**src/sv/grc_pkg.sv**
```systemverilog
// shared types and constants of the grid ray caster
`default_nettype none
package grc_pkg;

  localparam int SCREEN_COLUMNS = 64;
  localparam int SCREEN_ROWS    = 32;
  localparam int MAP_DIM        = 9;
  localparam int MAP_BITS       = 81;
  localparam int MAX_STEPS      = 2 * MAP_DIM + 2;
  localparam int CAM_SHIFT      = 8;          // 2^14 / SCREEN_COLUMNS as a shift
  localparam int DIV_W          = 26;
  localparam int ROW_HALF       = SCREEN_ROWS / 2;

  localparam logic [0:0] CFG_MAP_LOW  = 1'b0;
  localparam logic [0:0] CFG_MAP_HIGH = 1'b1;

  localparam logic [3:0] DIST_STEPS = 4'd8;
  localparam logic [3:0] H_STEPS    = 4'd5;

  typedef struct packed {
    logic load;
    logic init;
    logic mul;
    logic step;
    logic dist_start;
    logic h_start;
    logic div_run;
    logic fin;
  } cmd_t;

  typedef struct packed {
    logic stop;
    logic dist_sat;
    logic h_sat;
    logic div_last;
  } stat_t;

endpackage
`default_nettype wire

```
**src/sv/grc_div.sv**
```systemverilog
// restoring shift-subtract divider, one quotient bit per cycle while run is high
`default_nettype none
module grc_div (
  input  wire logic                      clk,
  input  wire logic                      rst_n,
  input  wire logic                      start,
  input  wire logic                      run,
  input  wire logic [grc_pkg::DIV_W-1:0] dividend,
  input  wire logic [grc_pkg::DIV_W-1:0] divisor_sh,
  input  wire logic [3:0]                steps,
  output logic      [7:0]                quot,
  output logic                           last
);
  import grc_pkg::*;

  logic [DIV_W-1:0] rem_r, dsh_r;
  logic [7:0]       q_r;
  logic [3:0]       cnt_r;
  logic             ge;

  assign ge   = rem_r >= dsh_r;
  assign quot = q_r;
  assign last = cnt_r == 4'd1;

  always_ff @(posedge clk) begin
    if (!rst_n) begin
      cnt_r <= 4'd0;
    end else if (start) begin
      cnt_r <= steps;
    end else if (run) begin
      cnt_r <= cnt_r - 4'd1;
    end
  end

  always_ff @(posedge clk) begin
    if (start) begin
      rem_r <= dividend;
      dsh_r <= divisor_sh;
      q_r   <= 8'd0;
    end else if (run) begin
      if (ge) begin
        rem_r <= rem_r - dsh_r;
      end
      q_r   <= {q_r[6:0], ge};
      dsh_r <= dsh_r >> 1;
    end
  end

endmodule
`default_nettype wire

```
**src/sv/grc_ctrl.sv**
```systemverilog
// sequencer for ray stepping, the two divisions and result hand-off
`default_nettype none
module grc_ctrl (
  input  wire logic           clk,
  input  wire logic           rst_n,
  input  wire logic           in_valid,
  output logic                in_ready,
  output logic                out_valid,
  input  wire logic           out_ready,
  input  wire grc_pkg::stat_t stat,
  output grc_pkg::cmd_t       cmd
);
  import grc_pkg::*;

  localparam logic [3:0] S_IDLE = 4'd0;
  localparam logic [3:0] S_INIT = 4'd1;
  localparam logic [3:0] S_MUL  = 4'd2;
  localparam logic [3:0] S_STEP = 4'd3;
  localparam logic [3:0] S_DSET = 4'd4;
  localparam logic [3:0] S_DRUN = 4'd5;
  localparam logic [3:0] S_HSET = 4'd6;
  localparam logic [3:0] S_HRUN = 4'd7;
  localparam logic [3:0] S_FIN  = 4'd8;

  logic [3:0] state_r, state_nxt;
  logic       out_valid_r, out_valid_nxt;
  logic       slot_free;

  assign in_ready  = state_r == S_IDLE;
  assign out_valid = out_valid_r;
  assign slot_free = !out_valid_r || out_ready;

  always_comb begin
    state_nxt = state_r;
    cmd       = '0;
    unique case (state_r)
      S_IDLE: begin
        if (in_valid) begin
          cmd.load  = 1'b1;
          state_nxt = S_INIT;
        end
      end
      S_INIT: begin
        cmd.init  = 1'b1;
        state_nxt = S_MUL;
      end
      S_MUL: begin
        cmd.mul   = 1'b1;
        state_nxt = S_STEP;
      end
      S_STEP: begin
        cmd.step  = 1'b1;
        state_nxt = stat.stop ? S_DSET : S_MUL;
      end
      S_DSET: begin
        cmd.dist_start = 1'b1;
        state_nxt      = stat.dist_sat ? S_HSET : S_DRUN;
      end
      S_DRUN: begin
        cmd.div_run = 1'b1;
        if (stat.div_last) begin
          state_nxt = S_HSET;
        end
      end
      S_HSET: begin
        cmd.h_start = 1'b1;
        state_nxt   = stat.h_sat ? S_FIN : S_HRUN;
      end
      S_HRUN: begin
        cmd.div_run = 1'b1;
        if (stat.div_last) begin
          state_nxt = S_FIN;
        end
      end
      S_FIN: begin
        if (slot_free) begin
          cmd.fin   = 1'b1;
          state_nxt = S_IDLE;
        end
      end
      default: state_nxt = S_IDLE;
    endcase
  end

  always_comb begin
    out_valid_nxt = out_valid_r;
    if (cmd.fin) begin
      out_valid_nxt = 1'b1;
    end else if (out_ready) begin
      out_valid_nxt = 1'b0;
    end
  end

  always_ff @(posedge clk) begin
    if (!rst_n) begin
      state_r     <= S_IDLE;
      out_valid_r <= 1'b0;
    end else begin
      state_r     <= state_nxt;
      out_valid_r <= out_valid_nxt;
    end
  end

endmodule
`default_nettype wire

```
**src/sv/grc_dpath.sv**
```systemverilog
// ray setup, grid stepping, wall lookup, division operands and result registers
`default_nettype none
module grc_dpath (
  input  wire logic               clk,
  input  wire logic               rst_n,
  input  wire grc_pkg::cmd_t      cmd,
  output grc_pkg::stat_t          stat,
  input  wire logic               cfg_we,
  input  wire logic [0:0]         cfg_index,
  input  wire logic [63:0]        cfg_data,
  input  wire logic [5:0]         in_column,
  input  wire logic [15:0]        in_pos_x,
  input  wire logic [15:0]        in_pos_y,
  input  wire logic signed [15:0] in_dir_x,
  input  wire logic signed [15:0] in_dir_y,
  input  wire logic signed [15:0] in_plane_x,
  input  wire logic signed [15:0] in_plane_y,
  output logic [7:0]              out_wall_dist8,
  output logic [4:0]              out_slice_start,
  output logic [5:0]              out_slice_end,
  output logic                    out_hit_side,
  output logic signed [4:0]       out_hit_cell_x,
  output logic signed [4:0]       out_hit_cell_y,
  output logic                    out_new_tile,
  output logic [31:0]             out_column_dark_mask,
  output logic [31:0]             out_prev_dark_mask
);
  import grc_pkg::*;

  // map registers
  logic [63:0] map_lo_r;
  logic [16:0] map_hi_r;
  logic [MAP_BITS-1:0] map_c;
  assign map_c = {map_hi_r, map_lo_r};

  always_ff @(posedge clk) begin
    if (!rst_n) begin
      map_lo_r <= '0;
      map_hi_r <= '0;
    end else if (cfg_we) begin
      unique case (cfg_index)
        CFG_MAP_LOW:  map_lo_r <= cfg_data;
        CFG_MAP_HIGH: map_hi_r <= cfg_data[16:0];
        default:      map_lo_r <= map_lo_r;
      endcase
    end
  end

  // input capture and camera products
  logic [5:0]         col_r;
  logic [15:0]        px_r, py_r;
  logic signed [15:0] dx_r, dy_r;
  logic signed [31:0] prx_r, pry_r;
  logic signed [8:0]  cam_c;
  logic signed [15:0] cam16;

  assign cam_c = $signed({2'b00, in_column, 1'b0}) - 9'sd64;
  assign cam16 = $signed({cam_c[7:0], {CAM_SHIFT{1'b0}}});

  always_ff @(posedge clk) begin
    if (cmd.load) begin
      col_r <= in_column;
      px_r  <= in_pos_x;
      py_r  <= in_pos_y;
      dx_r  <= in_dir_x;
      dy_r  <= in_dir_y;
      prx_r <= in_plane_x * cam16;
      pry_r <= in_plane_y * cam16;
    end
  end

  // ray direction and first boundary distances
  logic signed [17:0] rdx_c, rdy_c, nrdx_c, nrdy_c;
  assign rdx_c  = $signed({{2{dx_r[15]}}, dx_r}) + $signed(prx_r[31:14]);
  assign rdy_c  = $signed({{2{dy_r[15]}}, dy_r}) + $signed(pry_r[31:14]);
  assign nrdx_c = -rdx_c;
  assign nrdy_c = -rdy_c;

  logic               negx_r, negy_r, side_r;
  logic [16:0]        wx_r, wy_r, ax_r, ay_r, prevx_r, prevy_r;
  logic signed [6:0]  mx_r, my_r;
  logic [4:0]         stepcnt_r;
  logic [33:0]        pa_r, pb_r;
  logic [16:0]        cx_c, cy_c;
  logic               zero_ray;

  assign zero_ray = (wx_r == 17'd0) && (wy_r == 17'd0);
  assign cx_c     = zero_ray ? 17'd1 : wx_r;
  assign cy_c     = zero_ray ? 17'd1 : wy_r;

  // stepping
  logic              xstep;
  logic signed [6:0] nmx, nmy;
  logic              out_of_map, wall_c;
  logic [6:0]        idx_c;

  assign xstep = pa_r < pb_r;
  assign nmx   = xstep ? 7'(mx_r + (negx_r ? -7'sd1 : 7'sd1)) : mx_r;
  assign nmy   = xstep ? my_r : 7'(my_r + (negy_r ? -7'sd1 : 7'sd1));
  assign out_of_map = (nmx < 7'sd0) || (nmx >= 7'(MAP_DIM)) ||
                      (nmy < 7'sd0) || (nmy >= 7'(MAP_DIM));
  assign idx_c  = 7'(nmy[3:0] * 7'(MAP_DIM)) + {3'b000, nmx[3:0]};
  assign wall_c = out_of_map || ((idx_c < 7'(MAP_BITS)) && map_c[idx_c]);

  always_ff @(posedge clk) begin
    if (cmd.init) begin
      negx_r    <= rdx_c[17];
      negy_r    <= rdy_c[17];
      wx_r      <= rdx_c[17] ? nrdx_c[16:0] : rdx_c[16:0];
      wy_r      <= rdy_c[17] ? nrdy_c[16:0] : rdy_c[16:0];
      ax_r      <= rdx_c[17] ? {5'd0, px_r[11:0]} : 17'd4096 - {5'd0, px_r[11:0]};
      ay_r      <= rdy_c[17] ? {5'd0, py_r[11:0]} : 17'd4096 - {5'd0, py_r[11:0]};
      mx_r      <= {3'b000, px_r[15:12]};
      my_r      <= {3'b000, py_r[15:12]};
      prevx_r   <= 17'd0;
      prevy_r   <= 17'd0;
      side_r    <= 1'b0;
      stepcnt_r <= 5'd0;
    end else if (cmd.step) begin
      if (xstep) begin
        prevx_r <= ax_r;
        ax_r    <= ax_r + 17'd4096;
      end else begin
        prevy_r <= ay_r;
        ay_r    <= ay_r + 17'd4096;
      end
      mx_r      <= nmx;
      my_r      <= nmy;
      side_r    <= !xstep;
      stepcnt_r <= stepcnt_r + 5'd1;
    end
  end

  always_ff @(posedge clk) begin
    if (cmd.mul) begin
      pa_r <= ax_r * cy_c;
      pb_r <= ay_r * cx_c;
    end
  end

  // division operands
  logic [16:0]      num_c, w_c;
  logic             zero_w;
  logic [24:0]      num200_c;
  logic [DIV_W-1:0] dividend_c, divisor_c;
  logic [7:0]       quot;
  logic [7:0]       dist_q_r;
  logic             div_last;

  assign num_c    = side_r ? prevy_r : prevx_r;
  assign w_c      = side_r ? wy_r : wx_r;
  assign zero_w   = w_c == 17'd0;
  assign num200_c = 25'(num_c * 25'd200);

  always_comb begin
    if (cmd.dist_start) begin
      dividend_c = {1'b0, num200_c};
      divisor_c  = {2'b00, w_c, 7'd0};
    end else begin
      dividend_c = {6'd0, w_c, 3'd0};
      divisor_c  = {5'd0, num_c, 4'd0};
    end
  end

  grc_div u_div (
    .clk        (clk),
    .rst_n      (rst_n),
    .start      (cmd.dist_start || cmd.h_start),
    .run        (cmd.div_run),
    .dividend   (dividend_c),
    .divisor_sh (divisor_c),
    .steps      (cmd.dist_start ? DIST_STEPS : H_STEPS),
    .quot       (quot),
    .last       (div_last)
  );

  always_ff @(posedge clk) begin
    if (cmd.h_start) begin
      dist_q_r <= quot;
    end
  end

  assign stat.stop     = wall_c || (stepcnt_r == 5'(MAX_STEPS - 1));
  assign stat.dist_sat = zero_w || (num200_c >= {w_c, 8'd0});
  assign stat.h_sat    = zero_w || ({2'b00, w_c} >= {num_c, 2'b00});
  assign stat.div_last = div_last;

  // result assembly
  logic [5:0]  h_c;
  logic [4:0]  half_c, start_c;
  logic [5:0]  end_c, endm1_c;
  logic [31:0] rng_c, chk_c, cmask_c;
  logic [4:0]  hx_c, hy_c;
  logic [4:0]  last_x_r, last_y_r;
  logic        newt_c;

  assign h_c     = zero_w ? 6'd0 : (stat.h_sat ? 6'(SCREEN_ROWS) : {1'b0, quot[4:0]});
  assign half_c  = h_c[5:1];
  assign start_c = 5'(ROW_HALF) - half_c;
  assign end_c   = 6'(ROW_HALF) + {1'b0, half_c};
  assign endm1_c = end_c - 6'd1;
  assign chk_c   = col_r[0] ? 32'h5555_5555 : 32'hAAAA_AAAA;
  assign hx_c    = mx_r[4:0];
  assign hy_c    = my_r[4:0];
  assign newt_c  = (hx_c != last_x_r) || (hy_c != last_y_r);

  always_comb begin
    for (int i = 0; i < 32; i++) begin
      rng_c[i] = (6'(i) >= {1'b0, start_c}) && (6'(i) < end_c);
    end
    cmask_c = rng_c & chk_c;
    cmask_c[start_c] = 1'b1;
    if (endm1_c < 6'd32) begin
      cmask_c[endm1_c[4:0]] = 1'b1;
    end
  end

  always_ff @(posedge clk) begin
    if (!rst_n) begin
      last_x_r <= 5'h1F;
      last_y_r <= 5'h1F;
    end else if (cmd.fin) begin
      last_x_r <= hx_c;
      last_y_r <= hy_c;
    end
  end

  always_ff @(posedge clk) begin
    if (cmd.fin) begin
      out_wall_dist8       <= stat.dist_sat ? 8'd255 : dist_q_r;
      out_slice_start      <= start_c;
      out_slice_end        <= end_c;
      out_hit_side         <= side_r;
      out_hit_cell_x       <= $signed(hx_c);
      out_hit_cell_y       <= $signed(hy_c);
      out_new_tile         <= newt_c;
      out_column_dark_mask <= cmask_c;
      out_prev_dark_mask   <= (newt_c && (col_r != 6'd0)) ? rng_c : 32'd0;
    end
  end

endmodule
`default_nettype wire

```
**src/sv/grid_raycast_column_top.sv**
```systemverilog
// top level of the column ray caster: sequencer plus datapath
// sequence: the step loop takes up to 20 grid steps, each through the multiply and step states,
//   then the shared bit-serial divider gives up to 8 distance and up to 5 height quotient bits
// one column in work at a time; a finished result waits in the output register while the next
//   column is accepted and stepped
// reset: synchronous active-low rst_n clears the map, the sequencer, out_valid and sets the
//   previous hit cell to minus one
`default_nettype none
module grid_raycast_column_top (
  input  wire logic               clk,
  input  wire logic               rst_n,
  // configuration write channel
  input  wire logic               cfg_valid,
  output logic                    cfg_ready,
  input  wire logic [0:0]         cfg_index,
  input  wire logic [63:0]        cfg_data,
  // input channel
  input  wire logic               in_valid,
  output logic                    in_ready,
  input  wire logic [5:0]         in_column,
  input  wire logic [15:0]        in_pos_x,
  input  wire logic [15:0]        in_pos_y,
  input  wire logic signed [15:0] in_dir_x,
  input  wire logic signed [15:0] in_dir_y,
  input  wire logic signed [15:0] in_plane_x,
  input  wire logic signed [15:0] in_plane_y,
  // result channel
  output logic                    out_valid,
  input  wire logic               out_ready,
  output logic [7:0]              out_wall_dist8,
  output logic [4:0]              out_slice_start,
  output logic [5:0]              out_slice_end,
  output logic                    out_hit_side,
  output logic signed [4:0]       out_hit_cell_x,
  output logic signed [4:0]       out_hit_cell_y,
  output logic                    out_new_tile,
  output logic [31:0]             out_column_dark_mask,
  output logic [31:0]             out_prev_dark_mask
);
  import grc_pkg::*;

  cmd_t  cmd;
  stat_t stat;

  // map writes are always taken, one transaction per cycle
  assign cfg_ready = 1'b1;

  // sequencer: accept, step loop, divisions, hand-off to output register
  grc_ctrl u_ctrl (
    .clk       (clk),
    .rst_n     (rst_n),
    .in_valid  (in_valid),
    .in_ready  (in_ready),
    .out_valid (out_valid),
    .out_ready (out_ready),
    .stat      (stat),
    .cmd       (cmd)
  );

  // datapath: camera ray, dda stepping, wall lookup, divider, masks
  grc_dpath u_dpath (
    .clk                  (clk),
    .rst_n                (rst_n),
    .cmd                  (cmd),
    .stat                 (stat),
    .cfg_we               (cfg_valid && cfg_ready),
    .cfg_index            (cfg_index),
    .cfg_data             (cfg_data),
    .in_column            (in_column),
    .in_pos_x             (in_pos_x),
    .in_pos_y             (in_pos_y),
    .in_dir_x             (in_dir_x),
    .in_dir_y             (in_dir_y),
    .in_plane_x           (in_plane_x),
    .in_plane_y           (in_plane_y),
    .out_wall_dist8       (out_wall_dist8),
    .out_slice_start      (out_slice_start),
    .out_slice_end        (out_slice_end),
    .out_hit_side         (out_hit_side),
    .out_hit_cell_x       (out_hit_cell_x),
    .out_hit_cell_y       (out_hit_cell_y),
    .out_new_tile         (out_new_tile),
    .out_column_dark_mask (out_column_dark_mask),
    .out_prev_dark_mask   (out_prev_dark_mask)
  );

endmodule
`default_nettype wire

```
**config.mk**
```make
export PLATFORM = sky130hd
export DESIGN_NAME = grid_raycast_column_top
export DESIGN_NICKNAME = d
export VERILOG_FILES = /design/src/sv/grc_pkg.sv /design/src/sv/grc_div.sv /design/src/sv/grc_ctrl.sv /design/src/sv/grc_dpath.sv /design/src/sv/grid_raycast_column_top.sv
export SDC_FILE = /design/constraint.sdc
export NUM_CORES = 2
export LEC_CHECK = 0
export ABC_CLOCK_PERIOD_IN_PS = 14720
export BUFFER_PORTS_ARGS = -buffer_cell sky130_fd_sc_hd__buf_2
export CAP_MARGIN = 20
export CORE_MARGIN = 2
export CORE_UTILIZATION = 45
export CTS_BUF_LIST = sky130_fd_sc_hd__clkbuf_2 sky130_fd_sc_hd__clkbuf_4 sky130_fd_sc_hd__clkbuf_8
export CTS_CLUSTER_DIAMETER = 120
export DETAILED_ROUTE_END_ITERATION = 8
export PLACE_DENSITY = 0.7
export SLEW_MARGIN = 20
export SYNTH_ARGS = -nofsm -noshare
export SYNTH_HDL_FRONTEND = slang
export SYNTH_SLANG_ARGS = --single-unit
```
**constraint.sdc**
```tcl
create_clock -name clk -period 14.72 [get_ports clk]
set_clock_uncertainty 0.1 [all_clocks]
set_input_delay 0.736 -clock clk [delete_from_list [all_inputs] [get_ports clk]]
set_output_delay 0.736 -clock clk [all_outputs]
set_load 0.005 [all_outputs]
```
==> run_results.csv <==
group,metric,value,unit
sta,tightest_slew,1.14,ns
detailed_routing,avgRoutedWirePerCell,18.6,um
clock_network,htreeDepth,3,
finish,final_cell_mix,"878 x inv_1, 814 x nand2_1, 634 x fa_1, 519 x ha_1, 404 x edfxtp_1",
setup_path,start_kind,"register",
floorplanning,coreArea,0.123,mm2
clock_network,clk_pin_slew_worst_paths,0.06,ns
run_status,status,"complete, no violations",
hold_path,min_path_type,"input port to register",
global_routing,grt_use_total,0.227,
detailed_routing,ant_nets,0,
detailed_routing,drc_errors,0,
floorplanning,die-height,356,um
synth,ys.flop_type,"edfxtp_1",
clock_network,cts-resized-gates,0,
detailed_routing,routed_wl,143000,um
global_routing,grt_pass1_wl,228000,um
clock_network,clk_path_buf_depth,3,
clock_network,cts_setup_buffers,0,
floorplanning,start_util,0.452,
sta,drv_slew,0,
detailed_routing,viasPerCell,5.36,
setup_path,critical_path_class,"register to register",
sta,finalCritPeriodShare,0.513,
clock_network,clockRootBuffer,"clkbuf_8",
global_routing,grt_max_degree,99,
synth,syn_nets,7092,
finish,drive_above_1_share,0.0997,
place,dpl.hpwl,109000,um
sta,hold_violations,0,
sta,timing.final.crit_period,7.55,ns
setup_path,cp.arrival,7.95,ns
setup_path,cp_data_required_time,15.12,ns
synth,ys_types,84,
clock_network,cts_tree,"built",
sta,tns,0,ns
hold_path,hold_depth,1,
setup_path,ff2ff_path_depth,20,
clock_network,cts-hold-fix-buffers,47,
floorplanning,row_count,129,
floorplanning,die_w,356,um
synth,ys_ff_latch,558,
global_routing,overflow,0,
synth,syn_avg_cell_area,9.66,um2
sta,rsz0062_at_grt,"no",
finish,final_nets,7310,
clock_network,numCtsBuffers,98,
sta,max_slew_margin,0.219,
clock_network,cts.sinks,558,
place,portBuffers,268,
finish,area_growth,9.71,%
sta,clock.fmax,0.132,GHz
clock_network,clock_latency,0.81,ns
global_routing,grt_pass1_vias,42471,
synth,ys_seq_area_frac,0.273,
synth,synthesis.area,0.0557,mm2
global_routing,antenna_found_initial,11,
synth,synth_edf_count,404,
finish,layout_commonest_cell,"inv_1",
detailed_routing,drt_iter0_drc,3362,
floorplanning,dieArea,0.127,mm2
sta,setup_viol,0,
synth,async_flop_share,0,
synth,ys_warn_count,0,
detailed_routing,first_pass_iters,6,
setup_path,crit_path_end_kind,"register",
run,maxCapViolations,0,
place,place_congestion,0.920,
detailed_routing,vias,41314,
synth,syn_inst,5767,
floorplanning,ios,270,
setup_path,critPathMaxFanout,19,
setup_path,reg2reg_slack,7.17,ns
[cells by family after synthesis]
kind of cell | count (synthesis) | synth area share
fa+ha+maj | 1153 | 0.344
compound gates | 799 | 0.0927
other cells | 1 | 0.0000673
xor+xnor | 237 | 0.0376
simple gates | 1812 | 0.156
buf+inv | 1127 | 0.0765
mux | 80 | 0.0200
flops | 558 | 0.273
[path summary, 6_finish.rpt]
path	startpoint	end
max	u_dpath.wy_r[7]	u_dpath.pa_r[30]
min	in_dir_x[12]	u_dpath.dx_r[12]
max reg2reg	u_dpath.wy_r[7]	u_dpath.pa_r[30]
min reg2reg	u_dpath.u_div.quot[0]	u_dpath.u_div.quot[1]
[cells in the mapped netlist, types with 81 or more instances]
| cell | count | area (um2) |
|---|---|---|
| o21ai_0 | 162 | 811 |
| nor2_1 | 218 | 818 |
| nand2_1 | 815 | 3060 |
| ha_1 | 519 | 6490 |
| a21oi_1 | 213 | 1070 |
| a21boi_0 | 97 | 728 |
| inv_1 | 880 | 3300 |
| and2_1 | 398 | 2490 |
| edfxtp_1 | 404 | 12100 |
| clkbuf_1 | 215 | 807 |
| xor2_1 | 81 | 709 |
| xnor2_1 | 155 | 1360 |
| fa_1 | 634 | 12700 |
| dfxtp_1 | 154 | 3080 |
[area by class of cell]
type,count,area (um2)
fill,11327,62200
multi-input combinational,4082,36300
sequential,558,15200
inverter,884,3320
timing repair buffer,361,2160
tap,1637,2050
clock buffer,139,1710
clock inverter,44,373
antenna,3,7.51
[flip-flops by register name, indices dropped and copies added (netlist names), 18 cells and up]
| signal | count |
|---|---|
| u_dpath.pa_r | 34 |
| u_dpath.out_prev_dark_mask | 32 |
| u_dpath.pry_r | 18 |
| u_dpath.map_lo_r | 64 |
| u_dpath.u_div.dsh_r | 24 |
| u_dpath.out_column_dark_mask | 32 |
| u_dpath.pb_r | 34 |
| u_dpath.u_div.rem_r | 26 |
| u_dpath.prx_r | 18 |
[metal layers]
layer / wire (um) / global-route usage / part of all wire
met1: 61700 / 0.305 / 0.43
met2: 67800 / 0.374 / 0.47
met3: 9020 / 0.0342 / 0.063
met4: 4540 / 0.0783 / 0.032
met5: 27 / 0 / 0.00019
[per-stage QoR]
| stage | area (um2) | instances | worst slack (ns) | util | hold WS, ns |
|---|---|---|---|---|---|
| 2_1_floorplan | 55700 | 5767 | 6.52 | - | 0.306 |
| 3_3_place_gp | 58600 | 7475 | 7.33 | 0.475 | 0.323 |
| 3_5_place_dp | 58600 | 7475 | 7.30 | 0.475 | 0.326 |
| 4_1_cts | 61100 | 7705 | 7.23 | 0.496 | 0.000604 |
| 5_1_grt | 61100 | 7708 | 6.58 | 0.496 | 0.0243 |
| 6_report | 61100 | 7708 | 7.17 | 0.496 | 0.0582 |
[critical path, cell delays in order, from the launching register on]
cell	delay [ns]
edfxtp_1	0.76
and2_1	0.36
fa_1	0.55
inv_1	0.06
fa_1	0.49
fa_1	0.52
inv_1	0.05
fa_1	0.46
fa_1	0.54
inv_1	0.05
fa_1	0.53
inv_1	0.05
ha_1	0.22
or4_1	0.55
o211ai_1	0.39
a21oi_1	0.19
a2111oi_0	0.45
nor3_1	0.19
a41oi_1	0.41
mux2i_1	0.25
nand2_1	0.06
Power is not shown: default switching activity piles up to over one toggle a cycle in this logic, so the estimate is an artifact.
